<file path="src/sv/nkro_keyboard_report_engine_macros.svh">
// assertion helpers for the nkro report engine
`ifndef NKRO_KEYBOARD_REPORT_ENGINE_MACROS_SVH
`define NKRO_KEYBOARD_REPORT_ENGINE_MACROS_SVH

`ifndef SYNTHESIS

// same-cycle implication
`define NKRO_ASSERT_IMP(lbl, clk, rstn, ante, cons, msg) \
  lbl: assert property (@(posedge clk) disable iff (!rstn) (ante) |-> (cons)) \
    else $error(msg);

// next-cycle implication
`define NKRO_ASSERT_NXT(lbl, clk, rstn, ante, cons, msg) \
  lbl: assert property (@(posedge clk) disable iff (!rstn) (ante) |=> (cons)) \
    else $error(msg);

`else

`define NKRO_ASSERT_IMP(lbl, clk, rstn, ante, cons, msg)
`define NKRO_ASSERT_NXT(lbl, clk, rstn, ante, cons, msg)

`endif

`endif

</file>
<file path="src/sv/nkro_pkg.sv">
`default_nettype none

package nkro_pkg;

  localparam int unsigned REPORT_BYTES_DEF   = 32;
  localparam int unsigned BOOT_KEY_SLOTS_DEF = 6;

  localparam int unsigned OPC_W  = 3;
  localparam int unsigned KEY_W  = 8;
  localparam int unsigned BYTE_W = 8;
  localparam int unsigned IDX_W  = 5;

  // first modifier usage code, modifiers occupy eight codes from here
  localparam logic [KEY_W-1:0] MOD_FIRST = 8'hE0;

  typedef enum logic [OPC_W-1:0] {
    OP_KEY_DOWN    = 3'd0,
    OP_KEY_UP      = 3'd1,
    OP_RELEASE_ALL = 3'd2,
    OP_SEND        = 3'd3,
    OP_SEND_CHG    = 3'd4
  } opcode_t;

  // controller to datapath
  typedef struct packed {
    logic key_wr;
    logic key_set;
    logic clear_all;
    logic start;
    logic scan;
    logic emit;
    logic boot;
  } dp_cmd_t;

  // datapath to controller
  typedef struct packed {
    logic scan_done;
    logic emit_done;
  } dp_sts_t;

endpackage

`default_nettype wire

</file>
<file path="src/sv/nkro_dpath.sv">
`default_nettype none
`include "nkro_keyboard_report_engine_macros.svh"

module nkro_dpath
  import nkro_pkg::*;
#(
  parameter int unsigned REPORT_BYTES   = REPORT_BYTES_DEF,
  parameter int unsigned BOOT_KEY_SLOTS = BOOT_KEY_SLOTS_DEF
) (
  input  wire logic              clk,
  input  wire logic              rst_n,
  input  wire dp_cmd_t           cmd,
  output dp_sts_t                sts,
  input  wire logic [KEY_W-1:0]  in_keycode,
  output logic                   out_valid,
  input  wire logic              out_ready,
  output logic [BYTE_W-1:0]      out_report_byte,
  output logic [IDX_W-1:0]       out_byte_index,
  output logic                   out_last_byte
);

  localparam int unsigned BI_W  = $clog2(REPORT_BYTES);
  localparam int unsigned SL_W  = (BOOT_KEY_SLOTS > 1) ? $clog2(BOOT_KEY_SLOTS) : 1;
  localparam int unsigned CNT_W = $clog2(BOOT_KEY_SLOTS + 2);

  logic [BYTE_W-1:0] bmp_r [REPORT_BYTES];

  logic              is_mod;
  logic [5:0]        key_byte;
  logic              key_in_map;

  logic [BI_W-1:0]   rd_addr;
  logic [BYTE_W-1:0] rd_byte;

  logic [BI_W-1:0]   scan_idx_r;
  logic [CNT_W-1:0]  cnt_r;
  logic [CNT_W-1:0]  cnt_nxt;
  logic [BYTE_W-1:0] slots_r   [BOOT_KEY_SLOTS];
  logic [BYTE_W-1:0] slots_nxt [BOOT_KEY_SLOTS];
  logic [KEY_W-1:0]  code_base;

  logic [IDX_W-1:0]  emit_idx_r;
  logic [IDX_W-1:0]  slot_sel;
  logic              overflow;
  logic [BYTE_W-1:0] slot_byte;
  logic [BYTE_W-1:0] emit_byte;
  logic              emit_last;
  logic              load;

  logic              out_valid_r;
  logic [BYTE_W-1:0] out_byte_r;
  logic [IDX_W-1:0]  out_idx_r;
  logic              out_last_r;

  // key address decode
  assign is_mod     = (in_keycode[7:3] == MOD_FIRST[7:3]);
  assign key_byte   = is_mod ? 6'd0 : ({1'b0, in_keycode[7:3]} + 6'd1);
  assign key_in_map = (key_byte < 6'(REPORT_BYTES));

  always_ff @(posedge clk) begin
    if (!rst_n) begin
      for (int j = 0; j < int'(REPORT_BYTES); j++) bmp_r[j] <= '0;
    end else if (cmd.clear_all) begin
      for (int j = 0; j < int'(REPORT_BYTES); j++) bmp_r[j] <= '0;
    end else if (cmd.key_wr && key_in_map) begin
      for (int j = 0; j < int'(REPORT_BYTES); j++) begin
        if (key_byte == 6'(j)) bmp_r[j][in_keycode[2:0]] <= cmd.key_set;
      end
    end
  end

  // single read port shared by scan and emit
  assign rd_addr = cmd.scan ? scan_idx_r : emit_idx_r[BI_W-1:0];
  assign rd_byte = bmp_r[rd_addr];

  // one bitmap byte per cycle into the slot list
  always_comb begin
    cnt_nxt   = cnt_r;
    slots_nxt = slots_r;
    code_base = {5'(scan_idx_r) - 5'd1, 3'b000};
    for (int b = 0; b < 8; b++) begin
      if (rd_byte[b]) begin
        if (cnt_nxt < CNT_W'(BOOT_KEY_SLOTS)) begin
          slots_nxt[cnt_nxt[SL_W-1:0]] = code_base | 8'(b);
        end
        if (cnt_nxt <= CNT_W'(BOOT_KEY_SLOTS)) cnt_nxt = cnt_nxt + 1'b1;
      end
    end
  end

  always_ff @(posedge clk) begin
    if (!rst_n) begin
      scan_idx_r <= BI_W'(1);
      cnt_r      <= '0;
    end else if (cmd.start) begin
      scan_idx_r <= BI_W'(1);
      cnt_r      <= '0;
    end else if (cmd.scan) begin
      scan_idx_r <= scan_idx_r + 1'b1;
      cnt_r      <= cnt_nxt;
    end
  end

  always_ff @(posedge clk) begin
    if (cmd.start) begin
      for (int s = 0; s < int'(BOOT_KEY_SLOTS); s++) slots_r[s] <= '0;
    end else if (cmd.scan) begin
      slots_r <= slots_nxt;
    end
  end

  assign sts.scan_done = cmd.scan && (scan_idx_r == BI_W'(REPORT_BYTES - 1));

  // byte selection for the outgoing report
  assign overflow  = (cnt_r > CNT_W'(BOOT_KEY_SLOTS));
  assign slot_sel  = emit_idx_r - IDX_W'(2);
  assign slot_byte = overflow ? 8'd1 : slots_r[slot_sel[SL_W-1:0]];

  always_comb begin
    if (!cmd.boot) begin
      emit_byte = rd_byte;
      emit_last = (emit_idx_r == IDX_W'(REPORT_BYTES - 1));
    end else begin
      if (emit_idx_r == '0) emit_byte = rd_byte;
      else if (emit_idx_r == IDX_W'(1)) emit_byte = '0;
      else emit_byte = slot_byte;
      emit_last = (emit_idx_r == IDX_W'(BOOT_KEY_SLOTS + 1));
    end
  end

  assign load          = cmd.emit && (!out_valid_r || out_ready);
  assign sts.emit_done = load && emit_last;

  always_ff @(posedge clk) begin
    if (!rst_n) begin
      emit_idx_r <= '0;
    end else if (cmd.start) begin
      emit_idx_r <= '0;
    end else if (load) begin
      emit_idx_r <= emit_idx_r + 1'b1;
    end
  end

  // output register
  always_ff @(posedge clk) begin
    if (!rst_n) begin
      out_valid_r <= 1'b0;
    end else if (load) begin
      out_valid_r <= 1'b1;
    end else if (out_ready) begin
      out_valid_r <= 1'b0;
    end
  end

  always_ff @(posedge clk) begin
    if (load) begin
      out_byte_r <= emit_byte;
      out_idx_r  <= emit_idx_r;
      out_last_r <= emit_last;
    end
  end

  assign out_valid       = out_valid_r;
  assign out_report_byte = out_byte_r;
  assign out_byte_index  = out_idx_r;
  assign out_last_byte   = out_last_r;

  `NKRO_ASSERT_IMP(a_last_at_end, clk, rst_n, out_valid_r && out_last_r, (out_idx_r == IDX_W'(REPORT_BYTES - 1)) || (out_idx_r == IDX_W'(BOOT_KEY_SLOTS + 1)), "last beat at wrong index")
  `NKRO_ASSERT_IMP(a_cnt_sat, clk, rst_n, 1'b1, cnt_r <= CNT_W'(BOOT_KEY_SLOTS + 1), "slot count beyond saturation")
  `NKRO_ASSERT_IMP(a_emit_range, clk, rst_n, cmd.emit && cmd.boot, emit_idx_r <= IDX_W'(BOOT_KEY_SLOTS + 1), "boot emit index past end")

endmodule

`default_nettype wire

</file>
<file path="src/sv/nkro_ctrl.sv">
`default_nettype none
`include "nkro_keyboard_report_engine_macros.svh"

module nkro_ctrl
  import nkro_pkg::*;
(
  input  wire logic             clk,
  input  wire logic             rst_n,
  input  wire logic             in_valid,
  output logic                  in_ready,
  input  wire logic [OPC_W-1:0] in_opcode,
  input  wire logic             cfg_valid,
  output logic                  cfg_ready,
  input  wire logic             cfg_report_protocol,
  output dp_cmd_t               cmd,
  input  wire dp_sts_t          sts
);

  typedef enum logic [1:0] {
    S_IDLE,
    S_SCAN,
    S_EMIT
  } state_t;

  state_t  state_r;
  state_t  state_nxt;
  logic    changed_r;
  logic    changed_nxt;
  logic    proto_r;
  logic    accept;
  logic    send;
  opcode_t opc;

  assign opc       = opcode_t'(in_opcode);
  assign in_ready  = (state_r == S_IDLE);
  assign cfg_ready = 1'b1;
  assign accept    = in_valid && in_ready;

  always_comb begin
    cmd         = '0;
    cmd.boot    = !proto_r;
    state_nxt   = state_r;
    changed_nxt = changed_r;
    send        = 1'b0;
    case (state_r)
      S_IDLE: begin
        if (accept) begin
          case (opc)
            OP_KEY_DOWN: begin
              cmd.key_wr  = 1'b1;
              cmd.key_set = 1'b1;
              changed_nxt = 1'b1;
            end
            OP_KEY_UP: begin
              cmd.key_wr  = 1'b1;
              changed_nxt = 1'b1;
            end
            OP_RELEASE_ALL: begin
              cmd.clear_all = 1'b1;
              changed_nxt   = 1'b1;
            end
            OP_SEND: begin
              send = 1'b1;
            end
            OP_SEND_CHG: begin
              if (changed_r) begin
                send        = 1'b1;
                changed_nxt = 1'b0;
              end
            end
            default: begin
            end
          endcase
        end
        if (send) begin
          cmd.start = 1'b1;
          state_nxt = proto_r ? S_EMIT : S_SCAN;
        end
      end
      S_SCAN: begin
        cmd.scan = 1'b1;
        if (sts.scan_done) state_nxt = S_EMIT;
      end
      S_EMIT: begin
        cmd.emit = 1'b1;
        if (sts.emit_done) state_nxt = S_IDLE;
      end
      default: begin
        state_nxt = S_IDLE;
      end
    endcase
  end

  always_ff @(posedge clk) begin
    if (!rst_n) begin
      state_r   <= S_IDLE;
      changed_r <= 1'b0;
      proto_r   <= 1'b1;
    end else begin
      state_r   <= state_nxt;
      changed_r <= changed_nxt;
      if (cfg_valid && cfg_ready) proto_r <= cfg_report_protocol;
    end
  end

  `NKRO_ASSERT_IMP(a_no_edit_busy, clk, rst_n, state_r != S_IDLE, !cmd.key_wr && !cmd.clear_all, "bitmap edited during report")
  `NKRO_ASSERT_IMP(a_scan_done_in_scan, clk, rst_n, sts.scan_done, state_r == S_SCAN, "scan done outside scan")
  `NKRO_ASSERT_NXT(a_chg_clears, clk, rst_n, accept && (opc == OP_SEND_CHG) && changed_r, !changed_r && (state_r != S_IDLE), "conditional send did not clear flag")

endmodule

`default_nettype wire

</file>
<file path="src/sv/nkro_keyboard_report_engine.sv">
// channel | direction | handshake              | payload
// in      | input     | in_valid / in_ready    | in_opcode, in_keycode
// out     | output    | out_valid / out_ready  | out_report_byte, out_byte_index, out_last_byte
// cfg     | input     | cfg_valid / cfg_ready  | cfg_report_protocol
//
// key down, key up and release all leave in open, so the next beat is taken at once
// bitmap report: REPORT_BYTES bytes after the send beat, one byte per cycle through the
//   single bitmap read port unless out_ready stalls
// boot report: a scan of bitmap bytes 1 to REPORT_BYTES-1, one per cycle, then 2+BOOT_KEY_SLOTS bytes
// synchronous active-low reset clears bitmap and changed flag, selects bitmap report
// a stall on out holds the output register and the byte index, in stays closed until the last byte is loaded
`default_nettype none

module nkro_keyboard_report_engine
  import nkro_pkg::*;
#(
  parameter int unsigned REPORT_BYTES   = REPORT_BYTES_DEF,
  parameter int unsigned BOOT_KEY_SLOTS = BOOT_KEY_SLOTS_DEF
) (
  input  wire logic              clk,
  input  wire logic              rst_n,
  // item beats
  input  wire logic              in_valid,
  output logic                   in_ready,
  input  wire logic [OPC_W-1:0]  in_opcode,
  input  wire logic [KEY_W-1:0]  in_keycode,
  // report beats
  output logic                   out_valid,
  input  wire logic              out_ready,
  output logic [BYTE_W-1:0]      out_report_byte,
  output logic [IDX_W-1:0]       out_byte_index,
  output logic                   out_last_byte,
  // protocol select register
  input  wire logic              cfg_valid,
  output logic                   cfg_ready,
  input  wire logic              cfg_report_protocol
);

  // command and status between sequencer and datapath
  dp_cmd_t cmd;
  dp_sts_t sts;

  // sequencer: opcode decode, changed flag, protocol register
  nkro_ctrl u_ctrl (
    .clk                 (clk),
    .rst_n               (rst_n),
    .in_valid            (in_valid),
    .in_ready            (in_ready),
    .in_opcode           (in_opcode),
    .cfg_valid           (cfg_valid),
    .cfg_ready           (cfg_ready),
    .cfg_report_protocol (cfg_report_protocol),
    .cmd                 (cmd),
    .sts                 (sts)
  );

  // datapath: key bitmap, boot slot scan, output register
  nkro_dpath #(
    .REPORT_BYTES   (REPORT_BYTES),
    .BOOT_KEY_SLOTS (BOOT_KEY_SLOTS)
  ) u_dpath (
    .clk             (clk),
    .rst_n           (rst_n),
    .cmd             (cmd),
    .sts             (sts),
    .in_keycode      (in_keycode),
    .out_valid       (out_valid),
    .out_ready       (out_ready),
    .out_report_byte (out_report_byte),
    .out_byte_index  (out_byte_index),
    .out_last_byte   (out_last_byte)
  );

endmodule

`default_nettype wire
</file>
<file path="config.mk">
export PLATFORM = sky130hd
export DESIGN_NAME = nkro_keyboard_report_engine
export DESIGN_NICKNAME = d
export VERILOG_FILES = /design/src/sv/nkro_pkg.sv /design/src/sv/nkro_dpath.sv /design/src/sv/nkro_ctrl.sv /design/src/sv/nkro_keyboard_report_engine.sv
export VERILOG_INCLUDE_DIRS = /design/src /design/src/sv
export SDC_FILE = /design/constraint.sdc
export NUM_CORES = 1
export LEC_CHECK = 0
export ABC_AREA = 1
export CORE_ASPECT_RATIO = 1.75
export CORE_MARGIN = 10
export CORE_UTILIZATION = 55
export DETAILED_ROUTE_END_ITERATION = 8
export DONT_BUFFER_PORTS = 1
export HOLD_SLACK_MARGIN = 0.03
export PLACE_DENSITY_LB_ADDON = 0.15
export SLEW_MARGIN = 30
export SYNTH_ARGS = -nofsm -noshare
export SYNTH_HDL_FRONTEND = slang
export SYNTH_HIERARCHICAL = 1
export SYNTH_SLANG_ARGS = --single-unit
</file>
<file path="constraint.sdc">
create_clock -name clk -period 6.7 [get_ports clk]
set_input_delay 0.67 -clock clk [delete_from_list [all_inputs] [get_ports clk]]
set_output_delay 0.67 -clock clk [all_outputs]
set_load 0.02 [all_outputs]
</file>
After elaboration in Yosys (flattened, before gate mapping):

Memory sizes are Yosys's and may differ from the RTL's.
Cells that the tools add are included.

* memories kept: 1
* bits in registers: 80
* input bits: 17
* memory bits (writable): 256
* word-level logic and storage cells: 977

* reductions and logical operators: 27
* equality and inequality tests: 45
* multiplexer cells: 540
* magnitude comparators: 37
* $add $sub $neg: 13
* bitwise gates (word level): 298

Memories
* u_dpath.bmp_r: words 32, bits a word 8, read ports 1, clocked after Yosys merged registers in 0, write ports 32, line nkro_dpath.sv:26 `logic [BYTE_W-1:0] bmp_r [REPORT_BYTES];`

Operators by type and width (number)
* 48-bit 2-to-1 mux: 16
* 8-bit 2-to-1 mux: 78
* 1-bit 2-to-1 mux: 401
* 48-bit bitwise mux: 8
* 1-bit bitwise OR: 288
* 8-bit demux with 3-bit select: 8
* 6-bit by 5-bit == test with 1-bit output, second input constant: 16
* 3-bit 2-to-1 mux: 17
* 6-bit by 4-bit == test with 1-bit output, second input constant: 8
* 4-bit greater-or-equal comparator, second input constant: 9
* 3-bit inverter with 4-bit output: 9
* 4-bit by 1-bit < comparator with 1-bit output, second input constant: 8
* 3-bit by 1-bit adder with 3-bit output, second input constant: 8
* 8-bit binary-select mux with 3-bit select: 1
* 6-bit by 3-bit == test with 1-bit output, second input constant: 4
* 3-bit less-or-equal comparator, second input constant: 8
* 3-bit < comparator, second input constant: 8
* 5-bit == test, second input constant: 3
* 1-bit logical AND: 14
* 6-bit by 2-bit == test with 1-bit output, second input constant: 2
* 5-bit by 1-bit adder with 5-bit output, second input constant: 2
* 2-bit 2-to-1 mux: 4
* 5-bit by 1-bit adder with 6-bit output, second input constant: 1
* 3-bit by 2-bit == test with 1-bit output, second input constant: 2
* other kinds (31): 37

Logic depth before layout (Yosys ltp):

Gate-level depths: netlist of the first run.
An unclocked memory read counts as a cell.

* depth in word-level cells: 31
* mapped depth: 59
* depth with buffers taken out: 58

Cells and area by module:

Netlist of the first run, hierarchy kept.

Modules (own cells, without submodules)
* nkro_dpath: instances 1, area each 19200.9 µm², seq. area each 9268.9 µm², cells an instance 2448
* nkro_ctrl: instances 1, area each 305.3 µm², seq. area each 80.1 µm², cells an instance 46

Least setup slack after synthesis of the first run:

OpenSTA, ideal clock, no wires.

* path kind: flip-flop to flip-flop
* start point: reg u_ctrl.state_r[0]
* end point: reg u_dpath/slots_r[14] in the netlist's numbering
* clock period less this slack: 6.079 ns
* path slack: 0.621 ns
* stages on the path, launching flop included: 52
* buffers on the path: 1
* arrival: 5.966 ns
* required time: 6.587 ns
* path through: dfxtp_1 > inv_2 > nor2_2 > inv_2 > nand2_2 > buf_4 > nand3_1 > nand3_1 > nand3_1 > nand3_1 > nand3_2 > nand2_4 > nand2_1 > nand2_2 > inv_1 > ha_1 > or2_0 > nand2_2 > (+16 left out) > inv_2 > ha_1 > a21oi_1 > nand2_2 > nand3_2 > nand2_2 > inv_2 > ha_1 > inv_1 > nor2_1 > xor2_1 > inv_1 > nand2_2 > nand2_2 > o21ai_4 > nand2_2 > nor2_1 > nor2_1

RTL lines
* start, declared: line nkro_ctrl.sv:25 `state_t state_r;`
* start signal, assigned: line nkro_ctrl.sv:100 `state_r <= state_nxt;`
* end signal, assigned: line nkro_dpath.sv:108 `slots_r <= slots_nxt;`
* end, declared: line nkro_dpath.sv:38 `logic [BYTE_W-1:0] slots_r [BOOT_KEY_SLOTS];`

==> impl_metrics.env, run 1 <==
export IMPL_worstSetupPathType="flop to flop"
export IMPL_syn_nets=2533
export IMPL_r2r_start="u_ctrl/state_r[0]"
export IMPL_clockPowerShare=0.180
export IMPL_ys_ff_latch=336
export IMPL_synth_top_area_share=0.403
export IMPL_min_period_ns=6.52
export IMPL_reg2reg_depth=46
export IMPL_critical_path_required_ns=7.12
export IMPL_layout_drive_gt1_share=0.145
export IMPL_drtIter0Drc=1887
export IMPL_h_tree_depth=2
export IMPL_crit_top_cell="nand2_2"
export IMPL_clk_latency_ns=0.53
export IMPL_syn_area_per_cell_um2=7.82
export IMPL_hold_depth=1
export IMPL_ios=34
export IMPL_async_flop_share=0
export IMPL_slew_viol_final=0
export IMPL_max_freq_ghz=0.153
export IMPL_wl_per_cell_um=21.3
export IMPL_drv_cap=0
export IMPL_final_hold_violation_count=0
export IMPL_hpwl_mm=41.5
export IMPL_min_to="u_ctrl/proto_r"
export IMPL_ys_seq_area_frac=0.479
export IMPL_outcome="finished, final reports clean"
export IMPL_grt_pass1_wl_mm=93.8
export IMPL_swShare=0.471
export IMPL_ys_flop_type="edfxtp_1"
export IMPL_route_detailed_drc=0
export IMPL_grt_max_degree=249
export IMPL_power_leakage_nw=8.41
export IMPL_final_util=0.631
export IMPL_ys_top_cells_by_area="edfxtp_1 40%, nand2_1 9.2%, dfxtp_1 7.6%, o21ai_0 7.5%, nor2_1 7.5%"
export IMPL_nNetsFinal=2517
export IMPL_clockBufferDepth=3
export IMPL_vias_per_cell=6.13
export IMPL_critPathSlowestCell="dfxtp_2"
export IMPL_place_inst=2863
export IMPL_clkSinkCount=336
export IMPL_yosys_top_cells_count="480 x nand2_1, 391 x nor2_1, 294 x o21ai_0"
export IMPL_cts_root_buffer="clkbuf_16"
export IMPL_yosysMostFrequentCell="nand2_1"
export IMPL_synth_enable_flop_cells=262
export IMPL_area_delta_synth_final_pct=13.9
export IMPL_yosysTopAreaCell="edfxtp_1"
export IMPL_drtAntennaViolNets=0
export IMPL_worstHoldPathType="input port to flop"
export IMPL_critical_path_startpoint_type="flop"
export IMPL_hold_start="cfg_valid"
export IMPL_yosysWarnings=6
export IMPL_path_clk_slew_ns=0.07
export IMPL_p_per_area_nw_per_um2=516
export IMPL_grt_pass1_vias=17400
export IMPL_critPathArrivalTime_ns=6.93
export IMPL_ys_types=51
export IMPL_cts_buffers=35
export IMPL_overflow=0
export IMPL_rows=91
export IMPL_skew_ns=0.0118
export IMPL_postSynthCellCount=2494
export IMPL_die_width_um=162
export IMPL_setup_viol=0
export IMPL_fp_dieArea_um2=43700
export IMPL_firstDrtPassIters=6
export IMPL_drt_total_wl_mm=63.2
export IMPL_worst_path_max_fanout=14
export IMPL_end_kind="flop"
export IMPL_fin_cells=2968
export IMPL_total_power_mw=11.5
export IMPL_cts_tree="done"
export IMPL_p_int_mw=6.06
export IMPL_grt_use_total=0.269
export IMPL_power_switching_mw=5.40
export IMPL_portBuffers=0
export IMPL_synth_area_um2=19500
export IMPL_tightest_slew_ns=1.04
export IMPL_antenna_found_initial=0
export IMPL_ir_drop_mv=0.352
export IMPL_slew_headroom=0.303
export IMPL_crit_path_max_incr_delay_ns=0.34
export IMPL_antennaDiodeCount=0
export IMPL_core_area_um2=35200
export IMPL_r2r_end="u_dpath/slots_r[12]"
export IMPL_initial_core_util=0.554
export IMPL_r2r_slack_ns=0.18
export IMPL_period_share=0.972
export IMPL_die_h_um=269
export IMPL_gp_congestion=1.02
export IMPL_share_comb_of_total_power=0.586
export IMPL_power_sequential_fraction=0.234
export IMPL_via_count=18200
power groups by stage:
stage / Clock (mW) / Sequential [mW] / Combinational (mW)
floorplan: 0 / 2.65 / 3.90
global placement: 0 / 2.71 / 5.36
detailed placement: 0 / 2.72 / 5.48
CTS: 2.08 / 2.67 / 5.51
global route: 2.16 / 2.70 / 7.25
finish: 2.06 / 2.68 / 6.72
metrics by stage:
step / instance area [um^2] / hold WS [ns] / worst slack (ns) / setup TNS (ns)
6_report: 22200 / 0.245 / 0.184 / 0
5_1_grt: 22200 / 0.238 / -0.122 / -1.10
4_1_cts: 21300 / 0.227 / 0.0313 / 0
3_5_place_dp: 20100 / 0.461 / 0.0832 / 0
3_3_place_gp: 20000 / 0.440 / 0.267 / 0
2_1_floorplan: 19500 / 0.429 / 0.621 / 0
sequential cells by signal, summed over array words and instances (netlist names):
signal                   cells
u_dpath/bmp_r              256
u_dpath/slots_r             48
u_dpath/out_report_byte      8
u_dpath/emit_idx_r           5
u_dpath/out_byte_index       5
u_dpath/scan_idx_r           5
u_dpath/cnt_r                3
u_ctrl/state_r               2
u_ctrl/changed_r             1
u_ctrl/proto_r               1
u_dpath/out_last_byte        1
u_dpath/out_valid            1
critical path, delay by kind of cell, from the launching register on:
family | cells | cell delay (ns)
flip-flops | 1 | 0.34
adder cells (fa/ha/maj) | 4 | 0.73
AND/OR/NAND/NOR | 23 | 2.77
XOR/XNOR | 2 | 0.39
AO/OA/AOI/OAI | 7 | 0.96
buffers and inverters | 10 | 1.20
cell usage in the layout (no fill, tap or decap), types with 5 or more instances in the layout:
cell type  synthesis  final
nand2_1          480    464
nor2_1           391    387
o21ai_0          294    294
edfxtp_1         262    262
nand3_1          180    153
inv_1            139    136
nor3_1           144    130
buf_4             10     94
a21oi_1           81     78
dfxtp_1           74     73
clkbuf_16          0     40
nand2_2           35     38
o221ai_1          37     37
nand3_2           11     34
inv_2             26     23
o22ai_1           20     20
nand2_4            7     19
o211ai_1          18     18
clkinv_1          10     16
nor3_2             2     15
a31oi_1           13     13
ha_1              22     13
nand3b_1          11     11
o21ai_2            5      8
nor2_2             9      8
buf_6              7      8
clkinv_2           0      6
bufinv_16          0      6
buf_12             0      6
a21oi_2            5      6
o21ai_1            9      6
inv_4              1      6
nand4_1            6      6
nor2_4             0      5
ha_4               0      5
repair_timing:
item | 4_1_cts | 5_1_grt
buffers inserted | 0 | 33
gates resized for setup | 0 | 111
hold buffers | 0 | 0
setup endpoints to repair | 0 | 51
final cells by class:
cell class	instances	area [um^2]
Multi-Input combinational cell	1815	9350
Sequential cell	336	9350
Inverter	176	681
Clock buffer	41	930
Fill cell	2995	13000
Clock inverter	21	258
Timing Repair Buffer	114	1070
Tap cell	465	582
kinds of logic after synthesis:
| group | share of synthesized area |
|---|---|
| other | 0.000192 |
| flip-flops | 0.479 |
| buffers and inverters | 0.0726 |
| AO/OA/AOI/OAI | 0.142 |
| adder cells (fa/ha/maj) | 0.0141 |
| XOR/XNOR | 0.00475 |
| AND/OR/NAND/NOR | 0.287 |
how the worst max path moves through the flow:
stage	startpoint	to	slack, ns
final	u_ctrl/state_r[0]	u_dpath/slots_r[12]	0.18
after global routing	u_ctrl/state_r[0]	u_dpath/slots_r[14]	-0.12
after CTS	u_ctrl/state_r[0]	u_dpath/slots_r[29]	0.03
after detailed placement	u_ctrl/state_r[0]	u_dpath/slots_r[29]	0.08
after global placement	u_ctrl/state_r[1]	u_dpath/slots_r[14]	0.27
after floorplan	u_ctrl/state_r[0]	u_dpath/slots_r[14]	0.62
routing by layer:
metal | vias up | GRT usage | wire [um]
met4 | 0 | 0.188 | 4840
met1 | 8687 | 0.282 | 21200
li1 | 8464 | - | -
met3 | 249 | 0.0343 | 3920
met2 | 799 | 0.483 | 33200
met5 | - | 0 | 0
No activity file was read; power rests on OpenSTA's default activity.
==> inputs of run 2 (changes only) <==
- CELL_PAD_IN_SITES_DETAIL_PLACEMENT: not set -> 0
- CELL_PAD_IN_SITES_GLOBAL_PLACEMENT: not set -> 2
- CORE_UTILIZATION: 55 -> 42
- SETUP_SLACK_MARGIN: not set -> 0.4
- clock period: 6.7 -> 7.5 ns (I/O delays scaled with it)
==> run 2 against run 1 <==
Die area grew 28%. Clock power shrank 14%. Final area shrank 1.9%. Critical path type unchanged. Sequential power shrank 10%. Global-route usage shrank 3.7 points.
==> impl_metrics.env, run 2 (same netlist as run 1, synthesis figures left out) <==
export IMPL_outcome="finished, final reports clean"
export IMPL_rsz0062_at_grt="yes"
export IMPL_largest_reg_flops=256
export IMPL_total_power_mw=9.53
export IMPL_fp_dieArea_um2=55800
export IMPL_nNetsFinal=2493
export IMPL_clk_latency_ns=0.55
export IMPL_grt_pass1_wl_mm=101
export IMPL_final_hold_violation_count=0
export IMPL_drtIter0Drc=1577
export IMPL_critical_path_required_ns=7.98
export IMPL_route_detailed_drc=0
export IMPL_layout_drive_gt1_share=0.118
export IMPL_cts_tree="done"
export IMPL_final_common_cell="nand2_1"
export IMPL_power_leakage_nw=8.18
export IMPL_cp_top_family="simple AND/OR/NAND/NOR gates"
export IMPL_via_count=17400
export IMPL_antenna_found_initial=0
export IMPL_critPathBufInv=10
export IMPL_portBuffers=0
export IMPL_h_tree_depth=2
export IMPL_largest_register="u_dpath/bmp_r"
export IMPL_gp_congestion=0.936
export IMPL_grt_max_degree=249
export IMPL_initial_core_util=0.425
export IMPL_cts_root_buffer="clkbuf_16"
export IMPL_area_delta_synth_final_pct=11.8
export IMPL_slew_headroom=0.341
export IMPL_overflow=0
export IMPL_drtAntennaViolNets=0
export IMPL_ir_drop_mv=0.540
export IMPL_vias_per_cell=5.69
export IMPL_rows=104
export IMPL_firstDrtPassIters=6
export IMPL_die_h_um=305
export IMPL_wl_per_cell_um=22.1
export IMPL_grt_pass1_vias=16800
export IMPL_critPathArrivalTime_ns=7.17
export IMPL_worstHoldPathType="input port to flop"
export IMPL_end_kind="flop"
export IMPL_slew_viol_final=0
export IMPL_p_per_area_nw_per_um2=437
export IMPL_critical_path_startpoint_type="flop"
export IMPL_setup_viol=0
export IMPL_antennaDiodeCount=0
export IMPL_final_cell_mix="476 x nand2_1, 390 x nor2_1, 294 x o21ai_0"
export IMPL_worstSetupPathType="flop to flop"
export IMPL_clkSinkCount=336
export IMPL_critPathSlowestCell="dfxtp_4"
export IMPL_fillers=4549
export IMPL_period_share=0.891
export IMPL_fin_setup_tns_ns=0
export IMPL_crit_start="u_ctrl/state_r[0]"
export IMPL_drt_total_wl_mm=67.7
export IMPL_crit_path_max_incr_delay_ns=0.37
export IMPL_crit_top_cell="nand2_2"
export IMPL_grt_use_total=0.232
export IMPL_drv_cap=0
export IMPL_tightest_slew_ns=0.981
export IMPL_path_clk_slew_ns=0.06
export IMPL_ios=34
export IMPL_skew_ns=0.0173
export IMPL_r2r_start="u_ctrl/state_r[0]"
export IMPL_die_width_um=183
export IMPL_core_area_um2=45900
export IMPL_hold_start="cfg_valid"
export IMPL_cts_buffers=36
export IMPL_max_freq_ghz=0.150
export IMPL_min_period_ns=6.69
export IMPL_hpwl_mm=45.5
export IMPL_clockBufferDepth=3
export IMPL_worst_path_max_fanout=8
==> run 2: cell count changes in the layout (fill, tap and decap cells not counted), moves of 5 or more <==
| cell | change |
|---|---|
| buf_4 | -20 |
| ha_1 | +7 |
| nand2_1 | +12 |
| nand3_2 | -19 |
| nand3_1 | +21 |
| ha_4 | -5 |
| nand2_2 | -9 |
| bufinv_16 | -5 |
==> run 2: layout make-up <==
type / instances / area, um^2 / area share
well taps: 583 / 729 / 0.0335
multi-input cells: 1812 / 9010 / 0.413
flip-flops and latches: 336 / 9350 / 0.429
inverters: 176 / 676 / 0.0310
clock inverters: 18 / 123 / 0.00562
repair buffers: 92 / 893 / 0.0410
clock buffers: 46 / 1010 / 0.0464
==> run 2: per-stage QoR <==
stage          setup WS (ns)  hold slack (ns)  instance area, um^2   util  instances
6_report               0.814            0.297                21800  0.475       3063
5_1_grt                0.323            0.291                21800  0.475       3063
4_1_cts                0.429            0.281                21300  0.463       3035
3_5_place_dp           0.260            0.443                20100  0.437       2965
3_3_place_gp           0.417            0.441                20100  0.437       2965
2_1_floorplan           1.42            0.429                19500      -       2494
==> run 2: path summary, 6_finish.rpt <==
check	slack [ns]	cells after the start	end
worst max-delay path	0.81	51	u_dpath/slots_r[29]
worst min-delay path	0.30	1	u_ctrl/proto_r
worst max register to register	0.81	51	u_dpath/slots_r[29]
worst min register to register	0.45	2	u_dpath/bmp_r[0][5]
==> run 2: timing repair <==
item | CTS | global route
endpoints found under the setup margin | 38 | 51
gates cloned | 1 | 5
pin swaps | 3 | 15
hold buffers | 0 | 0
gates resized for setup | 6 | 47
buffers inserted | 5 | 22
==> run 2: metal layers <==
layer,track usage,part of all wire,vias up
met1,0.248,0.36,8440
li1,-,-,8404
met2,0.442,0.55,461
met5,0,0,-
met4,0.109,0.048,0
met3,0.0241,0.039,129
==> run 2: report_power, final <==
group	internal, mW	total [mW]	leakage, nW	switching [mW]
registers	2.24	2.40	3.32	0.154
clock network	0.990	1.77	0.555	0.775
logic	1.68	5.37	4.30	3.69
==> inputs of run 3 (changes only) <==
- ABC_AREA: 1 -> not set
- CELL_PAD_IN_SITES_DETAIL_PLACEMENT: 0 -> not set
- CELL_PAD_IN_SITES_GLOBAL_PLACEMENT: 2 -> not set
- CORE_UTILIZATION: 42 -> 55
- SLEW_MARGIN: 30 -> not set
==> run 3 against run 2 <==
The run now ends with setup timing left. Final area rose by 4.4%. Final cell count decreased by 12%. Clock power down 9%. Clock skew is 0.0042 ns higher. Critical endpoint is now u_dpath/slots_r[43]. Highest routed layer unchanged. Sequential share of layout area is 1.8 points lower. Worst hold slack worse by 0.0064 ns. Maximum frequency is 20% lower. Critical path type unchanged.
==> impl_metrics.env, run 3 <==
export IMPL_yosys_top_cells_count="340 x nor2_1, 294 x nand2_1, 292 x o21ai_0"
export IMPL_cp_top_family="compound AO/OA/AOI/OAI gates"
export IMPL_crit_start="u_ctrl/state_r[1]"
export IMPL_final_cell_mix="336 x nor2_1, 292 x nand2_1, 286 x o21ai_0"
export IMPL_final_common_cell="nor2_1"
export IMPL_gp_congestion=0.960
export IMPL_r2r_end="u_dpath/slots_r[43]"
export IMPL_outcome="finished, violations left"
export IMPL_wl_met1_mm=20.0
export IMPL_r2r_slack_ns=-0.83
export IMPL_slew_headroom=0.315
export IMPL_critical_path_required_ns=7.91
export IMPL_place_inst=2594
export IMPL_ios=34
export IMPL_drv_cap=0
export IMPL_worstHoldPathType="input port to flop"
export IMPL_die_width_um=162
export IMPL_overflow=0
export IMPL_slew_viol_final=0
export IMPL_portBuffers=0
export IMPL_multi_input_area_um2=9820
export IMPL_area_delta_synth_final_pct=17.0
export IMPL_end_kind="flop"
export IMPL_ys_seq_area_frac=0.480
export IMPL_setup_viol=51
export IMPL_via_count=17000
export IMPL_worstSetupPathType="flop to flop"
export IMPL_synth_area_um2=19500
export IMPL_synth_enable_flop_cells=262
export IMPL_synth_top_area_share=0.404
export IMPL_critical_path_startpoint_type="flop"
export IMPL_worst_path_max_fanout=6
export IMPL_route_detailed_drc=0
export IMPL_period_share=1.11
export IMPL_power_leakage_nw=8.09
export IMPL_skew_ns=0.0215
export IMPL_syn_nets=2161
export IMPL_async_flop_share=0
export IMPL_grt_pass1_wl_mm=93.1
export IMPL_wl_per_cell_um=22.6
export IMPL_rsz0062_at_grt="yes"
export IMPL_cts_tree="done"
export IMPL_rows=91
export IMPL_layout_drive_gt1_share=0.199
export IMPL_critPathBufInv=9
export IMPL_h_tree_depth=2
export IMPL_drt_total_wl_mm=60.7
export IMPL_min_period_ns=8.33
export IMPL_vias_per_cell=6.34
export IMPL_antennaDiodeCount=0
export IMPL_critPathArrivalTime_ns=8.74
export IMPL_firstDrtPassIters=6
export IMPL_clkSinkCount=336
export IMPL_tightest_slew_ns=1.02
export IMPL_fin_area_um2=22800
export IMPL_final_hold_violation_count=0
export IMPL_antenna_found_initial=0
export IMPL_worst_slack_ns=-0.828
export IMPL_place_area_um2=21000
export IMPL_max_freq_ghz=0.120
export IMPL_initial_core_util=0.555
export IMPL_r2r_start="u_ctrl/state_r[1]"
export IMPL_clk_latency_ns=0.55
export IMPL_dr_wl_met2_mm=32.2
export IMPL_fin_cells=2685
export IMPL_cts_buffers=34
export IMPL_drtIter0Drc=1550
export IMPL_die_h_um=269
export IMPL_min_to="u_dpath/scan_idx_r[0]"
export IMPL_ys_types=100
export IMPL_ys_flop_type="edfxtp_1"
export IMPL_top_layer_used="met4"
export IMPL_hold_depth=1
export IMPL_cts_root_buffer="clkbuf_16"
export IMPL_grt_use_total=0.273
export IMPL_grt_max_degree=117
export IMPL_fillers=2865
export IMPL_largest_register="u_dpath/bmp_r"
export IMPL_regArea_um2=9350
export IMPL_nNetsFinal=2234
export IMPL_hold_start="rst_n"
export IMPL_yosysWarnings=6
export IMPL_clockBufferDepth=3
export IMPL_crit_top_cell="ha_4"
export IMPL_largest_reg_flops=256
export IMPL_violations="setup timing"
export IMPL_critPathSlowestCell="mux4_2"
export IMPL_yosysMostFrequentCell="nor2_1"
export IMPL_yosysTopAreaCell="edfxtp_1"
export IMPL_ys_top_cells_by_area="edfxtp_1 40%, dfxtp_1 7.6%, o21ai_0 7.5%, nor2_1 6.6%, nand2_1 5.7%"
export IMPL_p_per_area_nw_per_um2=185
export IMPL_wl_met3_mm=3.40
export IMPL_core_area_um2=35100
export IMPL_ir_drop_mv=0.192
export IMPL_reg2reg_depth=41
export IMPL_syn_area_per_cell_um2=9.17
export IMPL_fp_dieArea_um2=43600
export IMPL_crit_path_max_incr_delay_ns=0.55
export IMPL_ys_ff_latch=336
export IMPL_postSynthCellCount=2122
export IMPL_path_clk_slew_ns=0.07
export IMPL_drtAntennaViolNets=0
export IMPL_grt_pass1_vias=17000
export IMPL_hpwl_mm=41.8
## run 3: area by class of cell
| class | count | area share |
|---|---|---|
| Clock buffer | 46 | 0.0398 |
| Clock inverter | 15 | 0.00577 |
| Inverter | 46 | 0.00792 |
| Multi-Input combinational cell | 1555 | 0.431 |
| Sequential cell | 336 | 0.411 |
| Tap cell | 465 | 0.0256 |
| Timing Repair Buffer | 222 | 0.0788 |
## run 3: what timing repair did
| action | 4_1_cts | 5_1_grt |
|---|---|---|
| pin swaps | 36 | 47 |
| setup endpoints to repair | 51 | 51 |
| hold buffers | 0 | 0 |
| gates resized for setup | 43 | 58 |
| setup buffers | 19 | 11 |
| cloned | 0 | 0 |
## run 3: per-stage QoR
stage / TNS [ns] / hold WS [ns] / utilization / setup slack (ns) / total power [mW]
floorplan: -62.29 / 0.429 / - / -1.41 / 2.44
global placement: -26.77 / 0.441 / 0.599 / -0.643 / 2.56
detailed placement: -39.39 / 0.455 / 0.599 / -0.927 / 2.57
CTS: -28.82 / 0.275 / 0.639 / -0.683 / 4.20
global route: -51.24 / 0.308 / 0.649 / -1.13 / 4.34
finish: -35.36 / 0.290 / 0.649 / -0.828 / 4.21
## run 3: routing by layer
metal,GRT usage,up-vias
met5,0,-
met4,0.208,0
met3,0.0335,249
met2,0.507,705
met1,0.270,8285
li1,-,7775
## run 3: cell families (layout without fill, tap and decap cells)
logic type,count (synthesis),count (layout),synth area share
and+or+nand+nor,854,854,0.192
xor gates and xnor gates,16,16,0.00913
DFF,336,336,0.480
other,1,1,0.000193
muxes,106,106,0.0671
adders and majority gates,22,22,0.0141
buffers and inverters,231,329,0.0485
AOI/OAI and AO/OA,556,556,0.189
## run 3: report_power, final
part | internal, mW | switching (mW) | leakage (nW)
clock | 0.867 | 0.745 | 0.508
combinational | 0.192 | 0.285 | 4.35
sequential | 2.09 | 0.0358 | 3.23
## run 3: worst max path at each step
| stage | slack (ns) | cells past startpoint | to |
|---|---|---|---|
| after floorplan | -1.41 | 44 | u_dpath/slots_r[37] |
| after global placement | -0.64 | 38 | u_dpath/slots_r[37] |
| after detailed placement | -0.93 | 41 | u_dpath/slots_r[29] |
| after CTS | -0.68 | 41 | u_dpath/slots_r[43] |
| after global routing | -1.13 | 42 | u_dpath/slots_r[47] |
| final | -0.83 | 41 | u_dpath/slots_r[43] |
## run 3: worst reg2reg max path: cells and delay by family (launching register included)
| kind | cells | cell delay [ns] |
|---|---|---|
| multiplexers | 3 | 0.98 |
| buffers and inverters | 9 | 1.16 |
| adder cells (fa/ha/maj) | 5 | 0.89 |
| flip-flops | 1 | 0.32 |
| XOR/XNOR | 2 | 0.33 |
| AO/OA/AOI/OAI | 17 | 3.44 |
| AND/OR/NAND/NOR | 5 | 1.09 |
